**src/sv/i2a_pkg.sv**
```systemverilog
`default_nettype none

package i2a_pkg;

    localparam int unsigned VALUE_W  = 32;
    localparam int unsigned RADIX_W  = 5;
    localparam int unsigned CHAR_W   = 7;
    localparam int unsigned DIGIT_W  = 4;
    localparam int unsigned MAX_DIG  = 32;
    localparam int unsigned IDX_W    = 5;
    localparam int unsigned CNT_W    = 6;

    localparam int unsigned DIV_BITS  = 4;
    localparam int unsigned DIV_STEPS = VALUE_W / DIV_BITS;
    localparam int unsigned DIV_CNT_W = $clog2(DIV_STEPS);

    localparam logic [CHAR_W-1:0]  CHAR_ZERO       = 7'd48;
    localparam logic [CHAR_W-1:0]  CHAR_ALPHA_BASE = 7'd87;
    localparam logic [CHAR_W-1:0]  CHAR_MINUS      = 7'd45;
    localparam logic [RADIX_W-1:0] SIGNED_BASE     = 5'd10;
    localparam logic [RADIX_W-1:0] MIN_BASE        = 5'd2;
    localparam logic [RADIX_W-1:0] MAX_BASE        = 5'd16;

    typedef struct packed {
        logic               done;
        logic [VALUE_W-1:0] quotient;
        logic [DIGIT_W-1:0] remainder;
    } div_res_t;

    function automatic logic [CHAR_W-1:0] digit_to_char(input logic [DIGIT_W-1:0] d);
        logic [CHAR_W-1:0] dx;
        dx = {{(CHAR_W-DIGIT_W){1'b0}}, d};
        if (d < 4'd10)
        begin
            return CHAR_ZERO + dx;
        end
        return CHAR_ALPHA_BASE + dx;
    endfunction

endpackage

`default_nettype wire

```
**src/sv/i2a_divider.sv**
```systemverilog
`default_nettype none

module i2a_divider (
    input  wire logic               clk,
    input  wire logic               rst_n,
    input  wire logic               start,
    input  wire logic [31:0]        dividend,
    input  wire logic [4:0]         base,
    output i2a_pkg::div_res_t       res
);
    import i2a_pkg::*;

    // restoring division, four quotient bits per cycle

    logic                 busy_reg, busy_next;
    logic                 done_reg, done_next;
    logic [DIV_CNT_W-1:0] cnt_reg, cnt_next;
    logic [VALUE_W-1:0]   q_reg, q_next;
    logic [RADIX_W-1:0]   r_reg, r_next;
    logic [RADIX_W-1:0]   base_reg, base_next;

    logic [VALUE_W-1:0] q_step;
    logic [RADIX_W-1:0] r_step;

    always_comb
    begin
        logic [VALUE_W-1:0] q;
        logic [RADIX_W-1:0] r;
        q = q_reg;
        r = r_reg;
        for (int i = 0; i < DIV_BITS; i++)
        begin
            r = {r[RADIX_W-2:0], q[VALUE_W-1]};
            q = {q[VALUE_W-2:0], 1'b0};
            if (r >= base_reg)
            begin
                r    = r - base_reg;
                q[0] = 1'b1;
            end
        end
        q_step = q;
        r_step = r;
    end

    always_comb
    begin
        busy_next = busy_reg;
        done_next = 1'b0;
        cnt_next  = cnt_reg;
        q_next    = q_reg;
        r_next    = r_reg;
        base_next = base_reg;
        if (start)
        begin
            busy_next = 1'b1;
            cnt_next  = '0;
            q_next    = dividend;
            r_next    = '0;
            base_next = base;
        end
        else if (busy_reg)
        begin
            q_next   = q_step;
            r_next   = r_step;
            cnt_next = cnt_reg + DIV_CNT_W'(1);
            if (cnt_reg == DIV_CNT_W'(DIV_STEPS - 1))
            begin
                busy_next = 1'b0;
                done_next = 1'b1;
            end
        end
    end

    always_ff @(posedge clk or negedge rst_n)
    begin
        if (!rst_n)
        begin
            busy_reg <= 1'b0;
            done_reg <= 1'b0;
            cnt_reg  <= '0;
        end
        else
        begin
            busy_reg <= busy_next;
            done_reg <= done_next;
            cnt_reg  <= cnt_next;
        end
    end

    always_ff @(posedge clk)
    begin
        q_reg    <= q_next;
        r_reg    <= r_next;
        base_reg <= base_next;
    end

    assign res.done      = done_reg;
    assign res.quotient  = q_reg;
    assign res.remainder = r_reg[DIGIT_W-1:0];

endmodule

`default_nettype wire

```
**src/sv/integer_to_ascii_converter.sv**
```systemverilog
// Each digit takes a start, a division and a store, then characters follow one per cycle
// while out_ready allows; 1 to 32 output transactions per input.
// A new input is accepted only in idle, once the last character is in the output register.
// The single 4-bit-per-cycle restoring divider, reused for every digit, limits throughput.
// Reset (rst_n, asynchronous, active low) returns the sequencer to idle and
// empties the output register.
`default_nettype none

module integer_to_ascii_converter (
    input  wire logic        clk,
    input  wire logic        rst_n,
    input  wire logic        in_valid,
    output logic             in_ready,
    input  wire logic [31:0] value,
    input  wire logic [4:0]  radix,
    input  wire logic        signed_mode,
    output logic             out_valid,
    input  wire logic        out_ready,
    output logic [6:0]       digit_char,
    output logic             is_last
);
    import i2a_pkg::*;

    typedef enum logic [1:0] {
        ST_IDLE,
        ST_START,
        ST_WAIT,
        ST_EMIT
    } state_t;

    state_t             state_reg, state_next;
    logic [VALUE_W-1:0] val_reg, val_next;
    logic [RADIX_W-1:0] base_reg, base_next;
    logic               neg_reg, neg_next;
    logic [CNT_W-1:0]   nd_reg, nd_next;
    logic               oval_reg, oval_next;
    logic [CHAR_W-1:0]  ochar_reg, ochar_next;
    logic               olast_reg, olast_next;

    // digit stack: newest (most significant) digit sits at the top
    logic [DIGIT_W-1:0] digits [MAX_DIG];
    logic               div_start;
    div_res_t           div_res;
    logic [CNT_W-1:0]   nd_m1;
    logic [RADIX_W-1:0] in_base;
    logic               slot_free;
    logic               push_dig;
    logic               pop_dig;

    i2a_divider u_div (
        .clk      (clk),
        .rst_n    (rst_n),
        .start    (div_start),
        .dividend (val_reg),
        .base     (base_reg),
        .res      (div_res)
    );

    assign in_ready  = (state_reg == ST_IDLE);
    assign div_start = (state_reg == ST_START);
    assign nd_m1     = nd_reg - 6'd1;
    assign slot_free = !oval_reg || out_ready;
    assign push_dig  = (state_reg == ST_WAIT) && div_res.done;
    assign pop_dig   = (state_reg == ST_EMIT) && slot_free && !neg_reg;

    always_comb
    begin
        if (signed_mode)
        begin
            in_base = SIGNED_BASE;
        end
        else if (radix < MIN_BASE)
        begin
            in_base = MIN_BASE;
        end
        else if (radix > MAX_BASE)
        begin
            in_base = MAX_BASE;
        end
        else
        begin
            in_base = radix;
        end
    end

    always_comb
    begin
        state_next = state_reg;
        val_next   = val_reg;
        base_next  = base_reg;
        neg_next   = neg_reg;
        nd_next    = nd_reg;
        oval_next  = oval_reg && !out_ready;
        ochar_next = ochar_reg;
        olast_next = olast_reg;
        case (state_reg)
            ST_IDLE:
            begin
                if (in_valid)
                begin
                    base_next = in_base;
                    nd_next   = '0;
                    if (signed_mode && value[VALUE_W-1])
                    begin
                        neg_next = 1'b1;
                        val_next = ~value + 32'd1;
                    end
                    else
                    begin
                        neg_next = 1'b0;
                        val_next = value;
                    end
                    state_next = ST_START;
                end
            end
            ST_START:
            begin
                state_next = ST_WAIT;
            end
            ST_WAIT:
            begin
                if (div_res.done)
                begin
                    val_next = div_res.quotient;
                    nd_next  = nd_reg + 6'd1;
                    if (div_res.quotient == '0 || nd_reg == CNT_W'(MAX_DIG - 1))
                    begin
                        state_next = ST_EMIT;
                    end
                    else
                    begin
                        state_next = ST_START;
                    end
                end
            end
            ST_EMIT:
            begin
                if (slot_free)
                begin
                    oval_next = 1'b1;
                    if (neg_reg)
                    begin
                        ochar_next = CHAR_MINUS;
                        olast_next = 1'b0;
                        neg_next   = 1'b0;
                    end
                    else
                    begin
                        ochar_next = digit_to_char(digits[0]);
                        olast_next = (nd_reg == 6'd1);
                        nd_next    = nd_m1;
                        if (nd_reg == 6'd1)
                        begin
                            state_next = ST_IDLE;
                        end
                    end
                end
            end
            default:
            begin
                state_next = ST_IDLE;
            end
        endcase
    end

    always_ff @(posedge clk or negedge rst_n)
    begin
        if (!rst_n)
        begin
            state_reg <= ST_IDLE;
            val_reg   <= '0;
            base_reg  <= MIN_BASE;
            neg_reg   <= 1'b0;
            nd_reg    <= '0;
            oval_reg  <= 1'b0;
            ochar_reg <= CHAR_ZERO;
            olast_reg <= 1'b0;
        end
        else
        begin
            state_reg <= state_next;
            val_reg   <= val_next;
            base_reg  <= base_next;
            neg_reg   <= neg_next;
            nd_reg    <= nd_next;
            oval_reg  <= oval_next;
            ochar_reg <= ochar_next;
            olast_reg <= olast_next;
        end
    end

    always_ff @(posedge clk)
    begin
        if (push_dig)
        begin
            digits[0] <= div_res.remainder;
            for (int i = 1; i < MAX_DIG; i++)
            begin
                digits[i] <= digits[i-1];
            end
        end
        else if (pop_dig)
        begin
            for (int i = 0; i < MAX_DIG - 1; i++)
            begin
                digits[i] <= digits[i+1];
            end
        end
    end

    assign out_valid  = oval_reg;
    assign digit_char = ochar_reg;
    assign is_last    = olast_reg;

endmodule

`default_nettype wire

```
**config.mk**
```make
export PLATFORM = sky130hd
export DESIGN_NAME = integer_to_ascii_converter
export DESIGN_NICKNAME = d
export VERILOG_FILES = /design/src/sv/i2a_pkg.sv /design/src/sv/i2a_divider.sv /design/src/sv/integer_to_ascii_converter.sv
export SDC_FILE = /design/constraint.sdc
export NUM_CORES = 1
export LEC_CHECK = 0
export BUFFER_PORTS_ARGS = -buffer_cell sky130_fd_sc_hd__buf_2
export CAP_MARGIN = 15
export CORE_ASPECT_RATIO = 1.1
export CORE_MARGIN = 2
export CORE_UTILIZATION = 55
export CTS_BUF_LIST = sky130_fd_sc_hd__clkbuf_8
export DETAILED_ROUTE_END_ITERATION = 7
export HOLD_SLACK_MARGIN = 0.05
export PLACE_DENSITY = 0.72
export RECOVER_POWER = 50
export SLEW_MARGIN = 20
export SYNTH_ARGS = -nofsm -noshare
export SYNTH_HDL_FRONTEND = slang
export SYNTH_SLANG_ARGS = --single-unit
```
**constraint.sdc**
```tcl
create_clock -name clk -period 8.35 [get_ports clk]
set_clock_uncertainty 0.15 [all_clocks]
set_input_delay 1.67 -clock clk [delete_from_list [all_inputs] [get_ports clk]]
set_output_delay 1.67 -clock clk [all_outputs]
set_load 0.05 [all_outputs]
```
==> results of run 1 <==
==> cells by family (layout without fill, tap and decap cells) <==
family	Yosys count	after routing	synth area share
AO/OA/AOI/OAI	169	169	0.0946
XOR/XNOR	39	39	0.0297
adder cells (fa/ha/maj)	31	31	0.0363
buffers and inverters	75	158	0.0257
flip-flops	229	229	0.569
multiplexers	136	136	0.132
AND/OR/NAND/NOR	295	295	0.113
==> per-stage QoR <==
stage	utilization	cells
after floorplan	-	974
after global placement	0.582	1244
after detailed placement	0.582	1244
after CTS	0.616	1313
after global routing	0.613	1313
final	0.613	1313
==> cells in the final DEF (no fill, tap or decap), drive strengths merged, types with 42 or more instances in the layout <==
master	synthesis	final
a21oi	42	42
buf	13	48
clkbuf	33	55
dfrtp	57	57
edfxtp	165	165
inv	29	46
mux2	128	128
nand2	167	167
nor2	61	61
o21ai	62	62
==> synthesized netlist by cell type, types with 11 or more instances <==
cell        n
a21o_1     11
nand2_1   167
a31oi_1    11
dfrtp_1    57
clkbuf_1   33
xnor2_1    28
nor4_1     12
o21ai_1    32
ha_1       27
o21ai_0    30
xor2_1     11
mux2_1     89
a21oi_1    42
mux2_2     39
edfxtp_1  165
inv_1      28
nor2_1     61
==> worst max-delay path, delay by kind of cell, from the launching register on <==
kind                   cells  cell delay (ps)
AO/OA/AOI/OAI              2              270
buffers and inverters      2             2120
flip-flops                 1              700
AND/OR/NAND/NOR            4             3200
==> routing by layer <==
metal,wire length [µm],up-vias,GRT usage
li1,-,3662,-
met1,9980,3680,0.286
met2,10400,229,0.341
met3,1340,30,0.0387
met4,255,0,0.0490
met5,0,-,0
==> layout make-up <==
cell class	count	area share
sequential	229	0.518
multi-input combinational	670	0.369
clock buffer	43	0.0469
tap	256	0.0254
timing repair buffer	60	0.0232
clock inverter	26	0.00873
inverter	29	0.00863
==> final timing paths <==
path,cells after the start,from,slack (ps),endpoint
worst max-delay path,8,state_reg[0],1770,state_reg[1]
worst min-delay path,0,base_reg[2],290,u_div.base_reg[2]
worst max register to register,8,state_reg[0],1770,state_reg[1]
worst min register to register,0,base_reg[2],290,u_div.base_reg[2]
max in group asynchronous,2,rst_n,3830,val_reg[31]
min in group asynchronous,2,rst_n,2270,val_reg[14]
==> power by group through the flow <==
stage | Combinational, W | Clock [W] | Sequential [W]
after CTS | 0.00277 | 0.000937 | 0.00212
after floorplan | 0.00221 | 0 | 0.00210
after global routing | 0.00313 | 0.000988 | 0.00221
after global placement | 0.00271 | 0 | 0.00213
final | 0.00275 | 0.000914 | 0.00215
after detailed placement | 0.00276 | 0 | 0.00214
==> metrics, run 1 <==
Core Area=between 20,000 and 25,000 µm²; slew margin rel.=-1.45; Power, Total=approximately 0.0058 W; die extent in x=between 100 and 150 µm; first-pass GRT wire length=around 37,000 µm; CP Capture Type=flop; Post-CTS Hold Fix Bufs=0; Worst path most repeated cell=nand2_1; TritonCTS clock tree=built; drt wl/cell=16.7 µm; CP Cell Sequence=nor2b_1, nand2_1, clkbuf_1, nand2_1, buf_4, nor2_1, o21ai_1, a21oi_1; TritonCTS Sinks=between 200 and 250; Reg clk slew, reported paths=60 ps; worst path arrival time=between 6000 and 7000 ps; n_diodes=0; DRC=0; result of the run=finished, violations left; slowest stage cell, crit path=nand2_1; vias in the first global route=7,461; Cell variety after synth=slightly above 60; Via Count=between 7,000 and 8,000; net switching power=approximately 0.0023 W; failing checks=max-capacitance violations, max-slew violations; Largest register FFs=128; # port buffers=a little over 50; worst endpoint required time=just under 9000 ps; Final HPWL DP=approximately 14,000 µm; setup violators final=0; DR iter-0 viols=542; Area after DPL=between 10,000 and 15,000 µm²; final worst setup slack=around 1800 ps; cell area power density=around 460 nW/µm²; Switching Fraction=0.400; Area growth syn-to-layout=9.70%; CTS-repair resized insts=0; Worst Hold Class=flop to flop; fraction of registers with async set/reset=0.262; max incr delay on CP=2620 ps; CP max FO=94; initial core utilization=0.559; final wirelength=around 22,000 µm; post-route cell area=~13,000 µm²; CTS Buf Count=39; GR Util All Layers=0.207; row cnt=55; Post-synth EDFFs=165; Clk pwr share=0.157; Seq/Total Area, Yosys=0.569; Post-Syn Area=~12,000 µm²; Sum Neg Setup Slack=0 ps; H-tree levels=2; synth warn=0; Final Cycle Share=0.788; root buf cell=clkbuf_8; post-synth top area share=0.431; Clock Latency Late Sink=between 500 and 600 ps; flip-flop and latch count after synthesis=~230; initial antenna violation count=0; synthesized area per cell=~12 µm²; RD Place Congestion=roughly 0.83; Synth Net Count=roughly 1,000; area of the multi-input gates=between 4000 and 5000 µm²; Setup Crit Path Kind=flop to flop; actual slew at the worst max-slew pin=3670 ps; grt ovf=0; Max Freq=around 150 MHz; largest net degree at the start of global routing=between 90 and 100; post-CTS setup buffers=0; final net count=1,102; Slew Viols, Final=approximately 330; cell taking the most area after synthesis=edfxtp_1; Final Critical Period=6580 ps; top_reg_cell synth=edfxtp_1; FF/Latch Area=about 6500 µm²; Startpoint Class=flop; largest cells by area after synthesis=edfxtp_1 (43%), dfrtp_1 (12%), mux2_1 (8.7%); Mapped Cells=974; Clock Tree Buf Depth=3; Die Ht=approximately 160 µm; die area=22,100 µm²; Pre-antenna DRT Iters=5; maximum vdd drop=~380 µV; Leak Pwr=around 4.7 nW; Max-Cap Viols=6; Pint=around 0.0035 W; Min Hold Slack=about 290 ps; FILL cells=1,666; drt via density=between 5 and 6; Reg power frac=0.370; share of cells above drive strength 1=0.143; RSZ-0062 raised after global routing=false; io pins=between 50 and 60; Final Hold Vio Count=0; DRT antenna net count=0; DP Worst Slack=about 2000 ps; part of the power in combinational logic=0.473
(Power assumes the default switching activity.)
==> inputs of run 2 (changes only) <==
--- a/config.mk
+++ b/config.mk
@@ -13,7 +13,7 @@
 export CTS_BUF_LIST = sky130_fd_sc_hd__clkbuf_8
 export DETAILED_ROUTE_END_ITERATION = 7
 export HOLD_SLACK_MARGIN = 0.05
-export PLACE_DENSITY = 0.72
+export PLACE_DENSITY = 0.75
 export RECOVER_POWER = 50
 export SLEW_MARGIN = 20
 export SYNTH_ARGS = -nofsm -noshare
==> constraint.sdc (replaced) <==
create_clock -name clk -period 6 [get_ports clk]
set_clock_uncertainty 0.15 [all_clocks]
set_input_delay 1.2 -clock clk [delete_from_list [all_inputs] [get_ports clk]]
set_output_delay 1.2 -clock clk [all_outputs]
set_load 0.05 [all_outputs]
==> metrics, run 2 (same netlist as run 1, synthesis figures left out) <==
CP max FO=11 (was 94); Setup Crit Path Kind=flop to flop (unchanged); Hold EP=u_div.base_reg[2] (unchanged); FILL cells=1,643 (was 1,666); initial antenna violation count=0 (unchanged); most common cell after layout, fill and taps aside=nand2_1 (unchanged); die extent in x=142 µm (unchanged); row cnt=55 (unchanged); Sum Neg Setup Slack=0 ps (unchanged); failing checks=max-capacitance violations, max-slew violations (unchanged); DRT antenna net count=0 (unchanged); first-pass GRT wire length=36,700 µm (was 37,100 µm); reg-to-reg startpoint=u_div.base_reg[2] (was state_reg[0]); Slew Viols, Final=301 (was 331); Clock Latency Late Sink=540 ps (was 530 ps); DRC=0 (unchanged); final net count=1,106 (was 1,102); result of the run=finished, violations left (unchanged); Max Freq=177 MHz (was 152 MHz); DR iter-0 viols=536 (was 542); grt ovf=0 (unchanged); initial core utilization=0.559 (unchanged); CP Cell Sequence=inv_1, ha_1, a21o_1, a31oi_2, o21ai_2, mux2_2, ha_1, a21o_1, a31oi_1, o21ai_1, nor4_1, nor2_1, ha_1, a21o_1, a31oi_1, o21ai_4, nor2_1, a21oi_1, ha_1, a21o_1, a31oi_1, o21ai_2, a211o_1, a31oi_1 (was nor2b_1, nand2_1, clkbuf_1, nand2_1, buf_4, nor2_1, o21ai_1, a21oi_1); Area growth syn-to-layout=11.0% (was 9.70%); Largest register FFs=128 (unchanged); final wirelength=22,500 µm (was 22,000 µm); hold depth=0 (unchanged); actual slew at the worst max-slew pin=3820 ps (was 3670 ps); Pre-antenna DRT Iters=5 (unchanged); # port buffers=51 (unchanged); RD Place Congestion=0.865 (was 0.827); Reg2Reg Depth=24 (was 8); most frequent cells in the layout=nand2_1 (167), edfxtp_1 (165), mux2_1 (89) (unchanged); TritonCTS clock tree=built (unchanged); CTS Buf Count=39 (unchanged); Final HPWL DP=14,600 µm (was 14,400 µm); setup violators final=0 (unchanged); largest net degree at the start of global routing=74 (was 95); Reg clk slew, reported paths=60 ps (about the same); Worst Hold Class=flop to flop (unchanged); CP Capture Type=flop (unchanged); slowest stage cell, crit path=edfxtp_1 (was nand2_1); Final Cycle Share=0.942 (was 0.788); R2R setup slack=350 ps (was 1770 ps); worst endpoint required time=6290 ps (was 8650 ps); vias in the first global route=7,473 (was 7,461); share of cells above drive strength 1=0.151 (was 0.143); Clock Tree Buf Depth=3 (unchanged); Startpoint Class=flop (unchanged); post-CTS setup buffers=0 (unchanged); drt wl/cell=17.0 µm (was 16.7 µm); Core Area=20,600 µm² (unchanged); die area=22,100 µm² (unchanged); Reg2Reg Capture Point=u_div.r_reg[3] (was state_reg[1]); worst path arrival time=5940 ps (was 6880 ps); Max-Cap Viols=6 (unchanged); WP buf/inv=1 (was 2); n_diodes=0 (unchanged); Via Count=7,531 (was 7,601); Final Critical Period=5650 ps (was 6580 ps); TritonCTS Sinks=229 (unchanged); GR Util All Layers=0.207 (about the same); Die Ht=156 µm (unchanged); Crit path max-delay family=compound AO/OA/AOI/OAI gates (was simple AND/OR/NAND/NOR gates); slew margin rel.=-1.55 (was -1.45); Post-CTS Hold Fix Bufs=0 (unchanged); root buf cell=clkbuf_8 (unchanged); drt via density=5.71 (was 5.79); Final Hold Vio Count=0 (unchanged); max incr delay on CP=350 ps (was 2620 ps); RSZ-0062 raised after global routing=false (unchanged); io pins=52 (unchanged); H-tree levels=2 (unchanged); HP Start=base_reg[2] (unchanged)
==> run 2: cell count changes in the layout (fill, tap and decap cells not counted), moves of 3 or more <==
cell      change
buf_4         +4
clkinv_1      +4
inv_1         -4
o21ai_1       -3
==> run 2: worst max-delay path by stage <==
stage / from / endpoint / slack [ps] / cells past startpoint
2_1_floorplan: u_div.base_reg[1] / u_div.r_reg[3] / 550 / 25
3_3_place_gp: u_div.base_reg[2] / u_div.r_reg[2] / 140 / 25
3_5_place_dp: u_div.base_reg[0] / u_div.r_reg[0] / -50 / 23
4_1_cts: u_div.base_reg[0] / u_div.r_reg[0] / 140 / 23
5_1_grt: u_div.q_reg[31] / u_div.r_reg[3] / 0.9 / 24
6_report: u_div.base_reg[2] / u_div.r_reg[3] / 350 / 24
==> run 2: what timing repair did <==
item,4_1_cts,5_1_grt
setup endpoints to repair,3,5
gates resized for setup,1,4
pin swaps,0,1
==> run 2: stage by stage <==
stage / area (µm²) / setup WS, ps / utilization / hold WS [ps] / instances
after floorplan: 11500 / 551 / - / 272 / 974
after global placement: 12000 / 143 / 0.583 / 278 / 1248
after detailed placement: 12000 / -50.7 / 0.583 / 281 / 1248
after CTS: 12800 / 138 / 0.621 / 294 / 1320
after global routing: 12800 / 0.921 / 0.620 / 306 / 1320
final: 12800 / 350 / 0.620 / 293 / 1320
==> run 2: layer usage <==
metal  track usage  vias to the layer above  part of all wire
li1              -                     3671                 -
met1         0.281                     3636              0.46
met2         0.339                      181              0.48
met3        0.0356                       43             0.045
met4        0.0729                        0             0.021
met5             0                        -                 0
==> run 2: cell type report <==
cell class | instances | area (µm²) | share of cell area
Clock buffer | 44 | 606 | 0.0474
Clock inverter | 28 | 176 | 0.0138
Inverter | 29 | 109 | 0.00853
Multi-Input combinational cell | 670 | 4690 | 0.368
Sequential cell | 229 | 6540 | 0.512
Tap cell | 256 | 320 | 0.0251
Timing Repair Buffer | 64 | 322 | 0.0252
Power of run 2 is left out: the tool's default activity adds up to more than one toggle a clock period on the data nets, which glitch-free logic cannot reach.
==> inputs of run 3 (changes only) <==
--- a/config.mk
+++ b/config.mk
@@ -5,15 +5,15 @@
 export SDC_FILE = /design/constraint.sdc
 export NUM_CORES = 1
 export LEC_CHECK = 0
-export BUFFER_PORTS_ARGS = -buffer_cell sky130_fd_sc_hd__buf_2
 export CAP_MARGIN = 15
 export CORE_ASPECT_RATIO = 1.1
 export CORE_MARGIN = 2
 export CORE_UTILIZATION = 55
 export CTS_BUF_LIST = sky130_fd_sc_hd__clkbuf_8
 export DETAILED_ROUTE_END_ITERATION = 7
+export DONT_BUFFER_PORTS = 1
 export HOLD_SLACK_MARGIN = 0.05
-export PLACE_DENSITY = 0.75
+export PLACE_DENSITY = 0.73
 export RECOVER_POWER = 50
 export SLEW_MARGIN = 20
 export SYNTH_ARGS = -nofsm -noshare
==> metrics, run 3 (same netlist as run 1, synthesis figures left out) <==
# port buffers=0 (was 51); DRT antenna net count=0 (unchanged); GR Util All Layers=0.204 (was 0.207); most common cell after layout, fill and taps aside=nand2_1 (unchanged); grt ovf=0 (unchanged); Startpoint Class=flop (unchanged); row cnt=55 (unchanged); DR iter-0 viols=599 (was 536); drt wl/cell=17.6 µm (was 17.0 µm); Core Area=20,600 µm² (unchanged); R2R setup slack=320 ps (was 350 ps); result of the run=finished, violations left (unchanged); CP max FO=11 (unchanged); post-layout util=0.606 (was 0.620); DRC=0 (unchanged); RD Place Congestion=0.858 (was 0.865); met3 wire length=1220 µm (was 1010 µm); slew margin rel.=-1.56 (was -1.55); io pins=52 (unchanged); Final Critical Period=5680 ps (was 5650 ps); initial core utilization=0.559 (unchanged); Reg2Reg Depth=25 (was 24); Slew Viols, Final=246 (was 301); Worst Hold Class=input pin to asynchronous set/reset pin (was flop to flop); Post-Place Cells=1,196 (was 1,248); vias in the first global route=7,306 (was 7,473); slowest stage cell, crit path=nor4b_1 (was edfxtp_1); CTS Buf Count=39 (unchanged); setup violators final=0 (unchanged); Reg clk slew, reported paths=60 ps (about the same); Finished Layout Cells=1,268 (was 1,320); die area=22,100 µm² (unchanged); Power, Total=around 0.0082 W; Max Freq=176 MHz (was 177 MHz); final worst setup slack=321 ps (was 350 ps); largest net degree at the start of global routing=74 (unchanged); final net count=1,056 (was 1,106); worst endpoint required time=6290 ps (about the same); Final Hold Vio Count=0 (unchanged); root buf cell=clkbuf_8 (unchanged); failing checks=max-capacitance violations, max-slew violations (unchanged); RSZ-0062 raised after global routing=false (unchanged); Post-CTS Hold Fix Bufs=0 (unchanged); Crit. Startpoint=u_div.q_reg[31] (was u_div.base_reg[2]); drt via density=5.78 (was 5.71); H-tree levels=2 (unchanged); Reg2Reg Capture Point=u_div.r_reg[3] (unchanged); Clock Latency Late Sink=540 ps (about the same); Area growth syn-to-layout=8.45% (was 11.0%); maximum vdd drop=497 µV; Pre-antenna DRT Iters=5 (unchanged); Leak Pwr=between 4 and 5 nW; final wirelength=22,300 µm (was 22,500 µm); Die Ht=156 µm (unchanged); max incr delay on CP=500 ps (was 350 ps); die extent in x=142 µm (unchanged); DP Worst Slack=47.3 ps (was -50.7 ps); Post-Route M1 WL=10,100 µm (was 10,300 µm); Final Cycle Share=0.946 (was 0.942); initial antenna violation count=0 (unchanged); Via Count=7,330 (was 7,531); TritonCTS clock tree=built (unchanged); cell area power density=660 nW/µm²; actual slew at the worst max-slew pin=3840 ps (was 3820 ps); Largest register FFs=128 (unchanged); share of cells above drive strength 1=0.109 (was 0.151); Setup Crit Path Kind=flop to flop (unchanged); critical path capture point=u_div.r_reg[3] (unchanged); reg-to-reg startpoint=u_div.q_reg[31] (was u_div.base_reg[2]); max layer used=met4 (unchanged); most frequent cells in the layout=nand2_1 (167), edfxtp_1 (165), mux2_1 (89) (unchanged); first-pass GRT wire length=36,100 µm (was 36,700 µm); worst path arrival time=5970 ps (was 5940 ps); met2 WL=10,400 µm (was 10,700 µm); n_diodes=0 (unchanged); Final HPWL DP=14,500 µm (was 14,600 µm); Sum Neg Setup Slack=0 ps (unchanged); Max-Cap Viols=5 (was 6); Clock Tree Buf Depth=3 (unchanged); TritonCTS Sinks=229 (unchanged); CP Capture Type=flop (unchanged)
## run 3: cell count changes in the layout (fill, tap and decap cells not counted), sizes merged
cell      delta
clkinv       -5
buf         -43
clkbuf       -7
clkinvlp     -1
bufinv       -2
inv          +6
## run 3: routing by layer
layer	vias up	track usage
met5	-	0
met4	0	0.0667
met3	43	0.0433
met2	186	0.326
met1	3535	0.282
li1	3566	-
## run 3: power breakdown
group	leakage [nW]	internal [W]	switching [W]
registers	2.15	0.00257	0.000476
logic	1.96	0.00167	0.00223
clock network	0.436	0.000670	0.000612
total	4.55	0.00491	0.00332
## run 3: what timing repair did
action                                  CTS  global route
gates resized for setup                   0             7
endpoints found under the setup margin    0             5
endpoints found under the hold margin     0             0
buffers inserted                          0             2
## run 3: worst max-delay path, delay by kind of cell, from the launching register on
family / cells / cell delay, ps
fa+ha+maj: 4 / 1430
buf+inv: 3 / 430
simple gates: 6 / 1270
compound gates: 12 / 1890
flops: 1 / 410
## run 3: per-stage QoR
| step | instance area [µm²] | hold WS, ps |
|---|---|---|
| finish | 12500 | 211 |
| global route | 12500 | 179 |
| CTS | 12500 | 172 |
| detailed placement | 11700 | 281 |
| global placement | 11700 | 278 |
| floorplan | 11500 | 272 |
## run 3: cell type report
cell class                 count  area (µm²)
sequential                   229        6540
inverter                      29         109
clock buffer                  44         606
fill                        1692        8100
tap                          256         320
multi-input combinational    670        4710
timing repair buffer          14        82.6
clock inverter                26         108
## run 3: worst min path at each step
stage / start / slack (ps) / to
4_1_cts: rst_n / 170 / digit_char[0]
3_3_place_gp: digits[0][121] / 280 / digits[0][125]
3_5_place_dp: base_reg[3] / 280 / u_div.base_reg[3]
2_1_floorplan: digits[0][120] / 270 / digits[0][124]
6_report: rst_n / 210 / val_reg[21]
5_1_grt: rst_n / 180 / digit_char[0]
